`src/sv/mm2a_pkg.sv`:
```
`timescale 1ns / 1ps
// ----------------------------------------------------------------------------
// mm2a_pkg
// Shared types and constants of the MurmurHash2A byte-stream hasher.
// ----------------------------------------------------------------------------
package mm2a_pkg;

    localparam int unsigned HashWidth = 32;
    localparam int unsigned HeldWidth = 24;
    localparam int unsigned ByteWidth = 8;
    localparam int unsigned PhaseWidth = 2;

    localparam logic [HashWidth-1:0] MixMul = 32'h5bd1_e995;
    localparam int unsigned MixShift = 24;
    localparam int unsigned FinShiftA = 13;
    localparam int unsigned FinShiftB = 15;

    localparam logic [PhaseWidth-1:0] PhaseLast = 2'd3;

    typedef enum logic [3:0] {
        ST_IDLE,
        ST_MIX_K1,
        ST_MIX_K2,
        ST_MIX_H,
        ST_FIN_TAIL,
        ST_FIN_LEN,
        ST_FIN_XS,
        ST_FIN_OUT
    } state_t;

    typedef enum logic [1:0] {
        SEL_WORD,
        SEL_TAIL,
        SEL_LEN
    } mix_sel_t;

    typedef enum logic [3:0] {
        OP_NONE,
        OP_SEED,
        OP_ACCEPT,
        OP_MUL_K,
        OP_MUL_KX,
        OP_MIX_HASH,
        OP_MIX_WORK,
        OP_LOAD_TAIL,
        OP_LOAD_LEN,
        OP_FIN_MUL,
        OP_FIN_OUT
    } dp_op_t;

    typedef struct packed {
        dp_op_t op;
    } dp_cmd_t;

    typedef struct packed {
        logic word_full;
        logic out_busy;
    } dp_status_t;

endpackage

```
`src/sv/murmur2a_hash_stream_unit.sv`:
```
`timescale 1ns / 1ps
// ----------------------------------------------------------------------------
// murmur2a_hash_stream_unit
// 32-bit MurmurHash2A of a key streamed in one byte per transaction.
// ----------------------------------------------------------------------------
// Input channel (s_*): one transaction carries an optional key byte
// (s_has_byte) and an end-of-key flag (s_is_last). Output channel (m_*):
// one transaction with the finished hash per key. The seed is written
// through the cfg_* channel while the block is idle; a write restarts the
// key in progress. A write and a byte offered together: the write wins.
// A byte that does not complete a 4-byte word is taken while the block stays
// idle. The fourth byte of a word starts the word mix, which runs three
// multiplies in turn through the single shared 32x32 multiplier; no byte is
// taken until it ends. The ending transaction then starts the finalization:
// the controller walks the tail mix, the length mix and the final multiply
// on that multiplier before the hash appears in the output register.
// The output register frees the input side: the next key streams in while
// the hash waits. If a second hash is ready while the first is still held,
// the block stalls until the receiver takes the first.
// Reset (aresetn low, synchronous) clears the seed to zero, drops any key in
// progress and empties the output register.
// ----------------------------------------------------------------------------
module murmur2a_hash_stream_unit
    import mm2a_pkg::*;
(
    input  logic                 aclk,
    input  logic                 aresetn,
    input  logic                 s_valid,
    output logic                 s_ready,
    input  logic [ByteWidth-1:0] s_data_byte,
    input  logic                 s_has_byte,
    input  logic                 s_is_last,
    output logic                 m_valid,
    input  logic                 m_ready,
    output logic [HashWidth-1:0] m_hash_value,
    input  logic                 cfg_valid,
    output logic                 cfg_ready,
    input  logic [HashWidth-1:0] cfg_seed
);

    dp_cmd_t    cmd;
    dp_status_t status;

    mm2a_ctrl u_ctrl (
        .aclk       (aclk),
        .aresetn    (aresetn),
        .s_valid    (s_valid),
        .s_has_byte (s_has_byte),
        .s_is_last  (s_is_last),
        .cfg_valid  (cfg_valid),
        .status     (status),
        .s_ready    (s_ready),
        .cfg_ready  (cfg_ready),
        .cmd        (cmd)
    );

    mm2a_datapath u_datapath (
        .aclk         (aclk),
        .aresetn      (aresetn),
        .cmd          (cmd),
        .s_data_byte  (s_data_byte),
        .s_has_byte   (s_has_byte),
        .cfg_seed     (cfg_seed),
        .m_ready      (m_ready),
        .m_valid      (m_valid),
        .m_hash_value (m_hash_value),
        .status       (status)
    );

endmodule

```
`src/sv/mm2a_ctrl.sv`:
```
`timescale 1ns / 1ps
// ----------------------------------------------------------------------------
// mm2a_ctrl
// Sequencer that steps the shared multiplier through word mixing and the
// finalization of each key.
// ----------------------------------------------------------------------------
module mm2a_ctrl
    import mm2a_pkg::*;
(
    input  logic       aclk,
    input  logic       aresetn,
    input  logic       s_valid,
    input  logic       s_has_byte,
    input  logic       s_is_last,
    input  logic       cfg_valid,
    input  dp_status_t status,
    output logic       s_ready,
    output logic       cfg_ready,
    output dp_cmd_t    cmd
);

    state_t   state_reg, state_next;
    mix_sel_t sel_reg, sel_next;
    logic     last_pend_reg, last_pend_next;
    logic     in_fire;

    assign in_fire = (state_reg == ST_IDLE) && !cfg_valid && s_valid;

    always_ff @(posedge aclk) begin
        if (!aresetn) begin
            state_reg     <= ST_IDLE;
            sel_reg       <= SEL_WORD;
            last_pend_reg <= 1'b0;
        end else begin
            state_reg     <= state_next;
            sel_reg       <= sel_next;
            last_pend_reg <= last_pend_next;
        end
    end

    // Next state.
    always_comb begin
        state_next     = state_reg;
        sel_next       = sel_reg;
        last_pend_next = last_pend_reg;
        unique case (state_reg)
            ST_IDLE: begin
                if (in_fire) begin
                    last_pend_next = s_is_last;
                    if (s_has_byte && status.word_full) begin
                        sel_next   = SEL_WORD;
                        state_next = ST_MIX_K1;
                    end else if (s_is_last) begin
                        state_next = ST_FIN_TAIL;
                    end
                end
            end
            ST_MIX_K1: state_next = ST_MIX_K2;
            ST_MIX_K2: state_next = ST_MIX_H;
            ST_MIX_H: begin
                unique case (sel_reg)
                    SEL_WORD: state_next = last_pend_reg ? ST_FIN_TAIL : ST_IDLE;
                    SEL_TAIL: state_next = ST_FIN_LEN;
                    SEL_LEN:  state_next = ST_FIN_XS;
                    default:  state_next = ST_IDLE;
                endcase
            end
            ST_FIN_TAIL: begin
                sel_next   = SEL_TAIL;
                state_next = ST_MIX_K1;
            end
            ST_FIN_LEN: begin
                sel_next   = SEL_LEN;
                state_next = ST_MIX_K1;
            end
            ST_FIN_XS: state_next = ST_FIN_OUT;
            ST_FIN_OUT: begin
                if (!status.out_busy) begin
                    state_next = ST_IDLE;
                end
            end
            default: state_next = ST_IDLE;
        endcase
    end

    // Outputs.
    always_comb begin
        s_ready   = 1'b0;
        cfg_ready = 1'b0;
        cmd.op    = OP_NONE;
        unique case (state_reg)
            ST_IDLE: begin
                cfg_ready = 1'b1;
                s_ready   = !cfg_valid;
                if (cfg_valid) begin
                    cmd.op = OP_SEED;
                end else if (s_valid) begin
                    cmd.op = OP_ACCEPT;
                end
            end
            ST_MIX_K1:   cmd.op = OP_MUL_K;
            ST_MIX_K2:   cmd.op = OP_MUL_KX;
            ST_MIX_H:    cmd.op = (sel_reg == SEL_WORD) ? OP_MIX_HASH : OP_MIX_WORK;
            ST_FIN_TAIL: cmd.op = OP_LOAD_TAIL;
            ST_FIN_LEN:  cmd.op = OP_LOAD_LEN;
            ST_FIN_XS:   cmd.op = OP_FIN_MUL;
            ST_FIN_OUT:  cmd.op = status.out_busy ? OP_NONE : OP_FIN_OUT;
            default:     cmd.op = OP_NONE;
        endcase
    end

endmodule

```
`src/sv/mm2a_datapath.sv`:
```
`timescale 1ns / 1ps
// ----------------------------------------------------------------------------
// mm2a_datapath
// Hash state, byte packing, one shared 32x32 multiplier and the output
// register.
// ----------------------------------------------------------------------------
module mm2a_datapath
    import mm2a_pkg::*;
(
    input  logic                 aclk,
    input  logic                 aresetn,
    input  dp_cmd_t              cmd,
    input  logic [ByteWidth-1:0] s_data_byte,
    input  logic                 s_has_byte,
    input  logic [HashWidth-1:0] cfg_seed,
    input  logic                 m_ready,
    output logic                 m_valid,
    output logic [HashWidth-1:0] m_hash_value,
    output dp_status_t           status
);

    logic [HashWidth-1:0]  seed_reg, seed_next;
    logic [HashWidth-1:0]  hash_reg, hash_next;
    logic [HeldWidth-1:0]  held_reg, held_next;
    logic [PhaseWidth-1:0] phase_reg, phase_next;
    logic [HashWidth-1:0]  len_reg, len_next;
    logic [HashWidth-1:0]  k_reg, k_next;
    logic [HashWidth-1:0]  work_reg, work_next;
    logic [HashWidth-1:0]  out_reg, out_next;
    logic                  out_valid_reg, out_valid_next;
    logic [HashWidth-1:0]  mul_a;
    logic [HashWidth-1:0]  product;

    // Shared multiplier; the product is kept modulo 2^32.
    always_comb begin
        unique case (cmd.op)
            OP_MUL_KX:   mul_a = k_reg ^ (k_reg >> MixShift);
            OP_MIX_HASH: mul_a = hash_reg;
            OP_MIX_WORK: mul_a = work_reg;
            OP_FIN_MUL:  mul_a = work_reg ^ (work_reg >> FinShiftA);
            default:     mul_a = k_reg;
        endcase
    end

    assign product = mul_a * MixMul;

    always_comb begin
        seed_next      = seed_reg;
        hash_next      = hash_reg;
        held_next      = held_reg;
        phase_next     = phase_reg;
        len_next       = len_reg;
        k_next         = k_reg;
        work_next      = work_reg;
        out_next       = out_reg;
        out_valid_next = out_valid_reg && !m_ready;
        unique case (cmd.op)
            OP_SEED: begin
                seed_next  = cfg_seed;
                hash_next  = cfg_seed;
                held_next  = '0;
                phase_next = '0;
                len_next   = '0;
            end
            OP_ACCEPT: begin
                if (s_has_byte) begin
                    len_next = len_reg + HashWidth'(1);
                    if (phase_reg == PhaseLast) begin
                        k_next     = {s_data_byte, held_reg};
                        held_next  = '0;
                        phase_next = '0;
                    end else begin
                        unique case (phase_reg)
                            2'd0:    held_next[7:0]   = s_data_byte;
                            2'd1:    held_next[15:8]  = s_data_byte;
                            default: held_next[23:16] = s_data_byte;
                        endcase
                        phase_next = phase_reg + PhaseWidth'(1);
                    end
                end
            end
            OP_MUL_K:     k_next = product;
            OP_MUL_KX:    k_next = product;
            OP_MIX_HASH:  hash_next = product ^ k_reg;
            OP_MIX_WORK:  work_next = product ^ k_reg;
            OP_LOAD_TAIL: begin
                k_next    = {{(HashWidth-HeldWidth){1'b0}}, held_reg};
                work_next = hash_reg;
            end
            OP_LOAD_LEN:  k_next = len_reg;
            OP_FIN_MUL:   work_next = product;
            OP_FIN_OUT: begin
                out_next       = work_reg ^ (work_reg >> FinShiftB);
                out_valid_next = 1'b1;
                hash_next      = seed_reg;
                held_next      = '0;
                phase_next     = '0;
                len_next       = '0;
            end
            default: ;
        endcase
    end

    always_ff @(posedge aclk) begin
        if (!aresetn) begin
            seed_reg      <= '0;
            hash_reg      <= '0;
            held_reg      <= '0;
            phase_reg     <= '0;
            len_reg       <= '0;
            out_valid_reg <= 1'b0;
        end else begin
            seed_reg      <= seed_next;
            hash_reg      <= hash_next;
            held_reg      <= held_next;
            phase_reg     <= phase_next;
            len_reg       <= len_next;
            out_valid_reg <= out_valid_next;
        end
    end

    always_ff @(posedge aclk) begin
        k_reg    <= k_next;
        work_reg <= work_next;
        out_reg  <= out_next;
    end

    assign m_valid          = out_valid_reg;
    assign m_hash_value     = out_reg;
    assign status.word_full = (phase_reg == PhaseLast);
    assign status.out_busy  = out_valid_reg && !m_ready;

endmodule

```
`config.mk`:
```
export PLATFORM = sky130hd
export DESIGN_NAME = murmur2a_hash_stream_unit
export DESIGN_NICKNAME = d
export VERILOG_FILES = /design/src/sv/mm2a_pkg.sv /design/src/sv/murmur2a_hash_stream_unit.sv /design/src/sv/mm2a_ctrl.sv /design/src/sv/mm2a_datapath.sv
export SDC_FILE = /design/constraint.sdc
export NUM_CORES = 1
export LEC_CHECK = 0
export BUFFER_PORTS_ARGS = -buffer_cell sky130_fd_sc_hd__buf_2
export CAP_MARGIN = 20
export CORE_AREA = 5 5 168 251
export DETAILED_ROUTE_END_ITERATION = 12
export DIE_AREA = 0 0 173 256
export MAX_ROUTING_LAYER = met4
export PLACE_DENSITY = 0.75
export RECOVER_POWER = 50
export SLEW_MARGIN = 0
export SYNTH_ARGS = -nofsm -noshare
export SYNTH_HDL_FRONTEND = slang
export SYNTH_SLANG_ARGS = --single-unit
```
`constraint.sdc`:
```
create_clock -name aclk -period 17.1 [get_ports aclk]
set_input_delay 0 -clock aclk [delete_from_list [all_inputs] [get_ports aclk]]
set_output_delay 0 -clock aclk [all_outputs]
set_load 0.05 [all_outputs]
```
==> summary by stage <==
Synthesis
The average instance in the mapped netlist occupies between 9 and 10 sq um. The number of nets handed over by synthesis was between 2,000 and 3,000. Counting flops with an async set or reset pin after synthesis yields a share of 0. The synthesized netlist occupies a cell area of around 20,000 sq um. The synthesized design spends more area on one cell type than any other, namely sky130_fd_sc_hd__fa_1. The number of warnings issued by yosys is 0. The share of synthesized area in the top cell type comes to 0.175. The number of library cell types mapped by synthesis is 76.

The share of the Yosys chip area taken by registers is 0.269. After synthesis the netlist holds a flip-flop and latch count of 225. The primary flip-flop cell chosen by synthesis mapping is sky130_fd_sc_hd__dfxtp_1. The post-synthesis instance total is around 2,200. By area the synthesized netlist is led by sky130_fd_sc_hd__fa_1 (18%), sky130_fd_sc_hd__edfxtp_1 (14%), sky130_fd_sc_hd__ha_1 (14%).

Counting flops with a built-in enable in the synthesized netlist gives 96.

Run
The number of maximum-capacitance constraint violations is 4.

CTS
The post-CTS resize count is 0. The H-tree depth is 1. The TritonCTS clock tree is built.

The TritonCTS buffer count is 22. After clock tree synthesis, the clock-pin slew on the worst setup and hold paths is about 0.070 ns. The clock insertion delay at the later pin of the skew report is between 0.5 and 0.6 ns.

The clock passes through at most 3 buffers. The number of sinks handled by clock tree synthesis is between 200 and 250. The cell sitting at the root of the clock tree is a sky130_fd_sc_hd__clkbuf_16.

Global routing
The number of global-route vias before repair was ~17,000. The number of antenna violations at the first check in global routing is 0. The total overflow left after global routing is 0. Entering global routing, the biggest net connects 82 pins. The first global-routing pass estimated 101 mm of wire. The combined global-route utilization of all metal layers is 0.303.

Die
The initial cell density of the core is 0.510. The floorplan step set the die height to between 200 and 300 um. The die is about 170 um wide. 82 I/O pins were placed.

The row count is 90. The core area is between 30,000 and 40,000 sq um. The die covers between 40,000 and 50,000 sq um.

Place
After detailed placement, the total cell area comes to ~21,000 sq um. The routability congestion estimate from global placement is between 0.9 and 1. The wire-length estimate of the detail-placed layout is between 50 and 60 mm. The worst-case setup slack after placement is a little under 7 ns. Input and output buffers added on the ports amount to just over 80.

STA
The achievable clock frequency is ~0.076 GHz. The measured slew at the worst slew-check pin is approximately 3.7 ns. The portion of the clock cycle consumed by the worst path in the final layout is 0.771. The relative slew slack is -1.45. The count of final max-slew check failures is approximately 220. Setup violations remaining at the end of the flow were counted as 0.

The final critical path time including I/O delays and setup is between 10 and 15 ns. The total count of hold-check failures in the final report came to 0. The least setup slack across all paths after layout is just under 4 ns. The final setup TNS is 0 ns.

The worst clock skew is around 0.017 ns. Setup repair after global routing left no endpoint under its margin.

Worst setup path
The buffering stage count on the worst path with inverters included is 7. The arrival time of the worst setup path is approximately 13 ns. The type of element launching the critical path is a flop.

The worst setup path is captured at a flop. The largest fanout on the critical path is 78. The dominant delay contributor by cell family on the critical path is adder cells. For the worst setup path, the data required time is 17.38 ns.

The highest cell delay on the worst timing path is about 2.6 ns. The most critical setup path has its startpoint at u_ctrl.state_reg[1]. The slowest library cell on the worst path is sky130_fd_sc_hd__clkbuf_1. In this run the critical register-to-register path is launched from u_ctrl.state_reg[1].

The critical path in this run is classified as reg2reg.

Drt
Using the TritonRoute via totals, the vias-per-cell ratio works out to around 5.9. The routed length per placed instance is 23.4 um. The final route contains between 15,000 and 20,000 vias. The routed length on met2 is about 33 mm.

Once detail routing completed, the nets flagged for antenna violations numbered 0. For this block, wires on met1 add up to 23.8 mm. The detailed-route DRC error count is 0.

The total length of routed wires is about 66 mm. The detailed-router iteration count before antenna repair is 6. Wire segments on met3 add up to ~3.9 mm in the final route. Routed signal wires occupy layers up through met4.

The count of routing violations after the opening detailed-route iteration is 1,547.

Outcome
The final reports fail on capacitance limit, slew limit. The flow ran to the end, but the final reports show violations.

Worst hold path
The startpoint of the worst hold path is s_has_byte. The kind of path behind the tightest hold check is in2reg.

Layout
Of the cells placed in the final design, the portion with a size suffix greater than 1 is 0.0523. The finished layout cell area is between 20,000 and 25,000 sq um. The most common cell after layout, fill and taps aside is sky130_fd_sc_hd__inv_1. The net total in the final layout is around 2,700. Relative to the synthesized area, the layout overhead comes to 9.63%. The top cell types in the final layout, fill and taps aside, are sky130_fd_sc_hd__inv_1 (388), sky130_fd_sc_hd__ha_1 (223), sky130_fd_sc_hd__nand2_1 (213). Fill cells in the final layout number between 3,000 and 4,000.

The number of antenna repair diodes is 0.
==> worst register-to-register path, delay by kind of cell, from the launching register on <==
family,cells,cell delay [ns]
AO/OA/AOI/OAI,9,2.05
XOR/XNOR,1,0.25
adder cells (fa/ha/maj),9,3.78
buffers and inverters,7,3.06
flip-flops,1,0.49
multiplexers,1,0.42
AND/OR/NAND/NOR,7,2.85
==> per-stage QoR <==
| step | utilization | instances | hold WS, ns |
|---|---|---|---|
| floorplan | - | 2205 | 0.136 |
| global placement | 0.532 | 2734 | 0.251 |
| detailed placement | 0.533 | 2735 | 0.258 |
| CTS | 0.562 | 2819 | 0.00511 |
| global route | 0.559 | 2819 | 0.0711 |
| finish | 0.559 | 2819 | 0.00929 |
==> synthesized netlist by cell type, drive strengths merged, types with 7 or more instances <==
library cell	number
inv	389
ha	223
nand2	214
fa	178
a21oi	147
dfxtp	129
o21ai	126
nor2	120
edfxtp	96
xor2	63
xnor2	62
clkbuf	61
mux2i	43
a22oi	38
nand3	30
a222oi	25
a31oi	23
buf	22
and2	19
or3	18
nor3	17
a21o	16
nand2b	15
and3	12
a221o	10
nor2b	10
a22o	9
o21bai	9
o221ai	7
==> layer usage <==
metal,track usage,up-vias
met5,-,-
met4,0.210,0
met3,0.0264,252
met2,0.507,781
met1,0.344,8136
li1,-,7570
==> cell type report <==
type                    instances  area, sq um  area share
inverters                     389         1460      0.0656
clock buffers                  29          629      0.0283
flip-flops and latches        225         5470       0.246
multi-input cells            1508        13000       0.585
repair buffers                151          980      0.0440
clock inverters                11         75.1     0.00337
well taps                     506          633      0.0284
==> final timing paths <==
kind                                                end  slack (ns)  cells after the start
worst max register to register  u_datapath.work_reg[31]        3.92                     34
worst min register to register  u_datapath.seed_reg[10]        0.45                      2
worst min-delay path                u_ctrl.state_reg[2]       0.009                      6
worst max-delay path            u_datapath.work_reg[31]        3.92                     34
==> kinds of logic after synthesis <==
logic type      count (synthesis)  synth area share
xor+xnor                      127            0.0561
fa+ha+maj                     401             0.313
mux                            45            0.0223
simple gates                  478             0.108
flops                         225             0.269
compound gates                457             0.143
buf+inv                       472            0.0888
==> what timing repair did <==
item                      CTS  global route
hold endpoints to repair   79             0
hold buffers               44             0
setup buffers               0             0
Power is not shown: default switching activity piles up to over one toggle a cycle in this logic, so the estimate is an artifact.
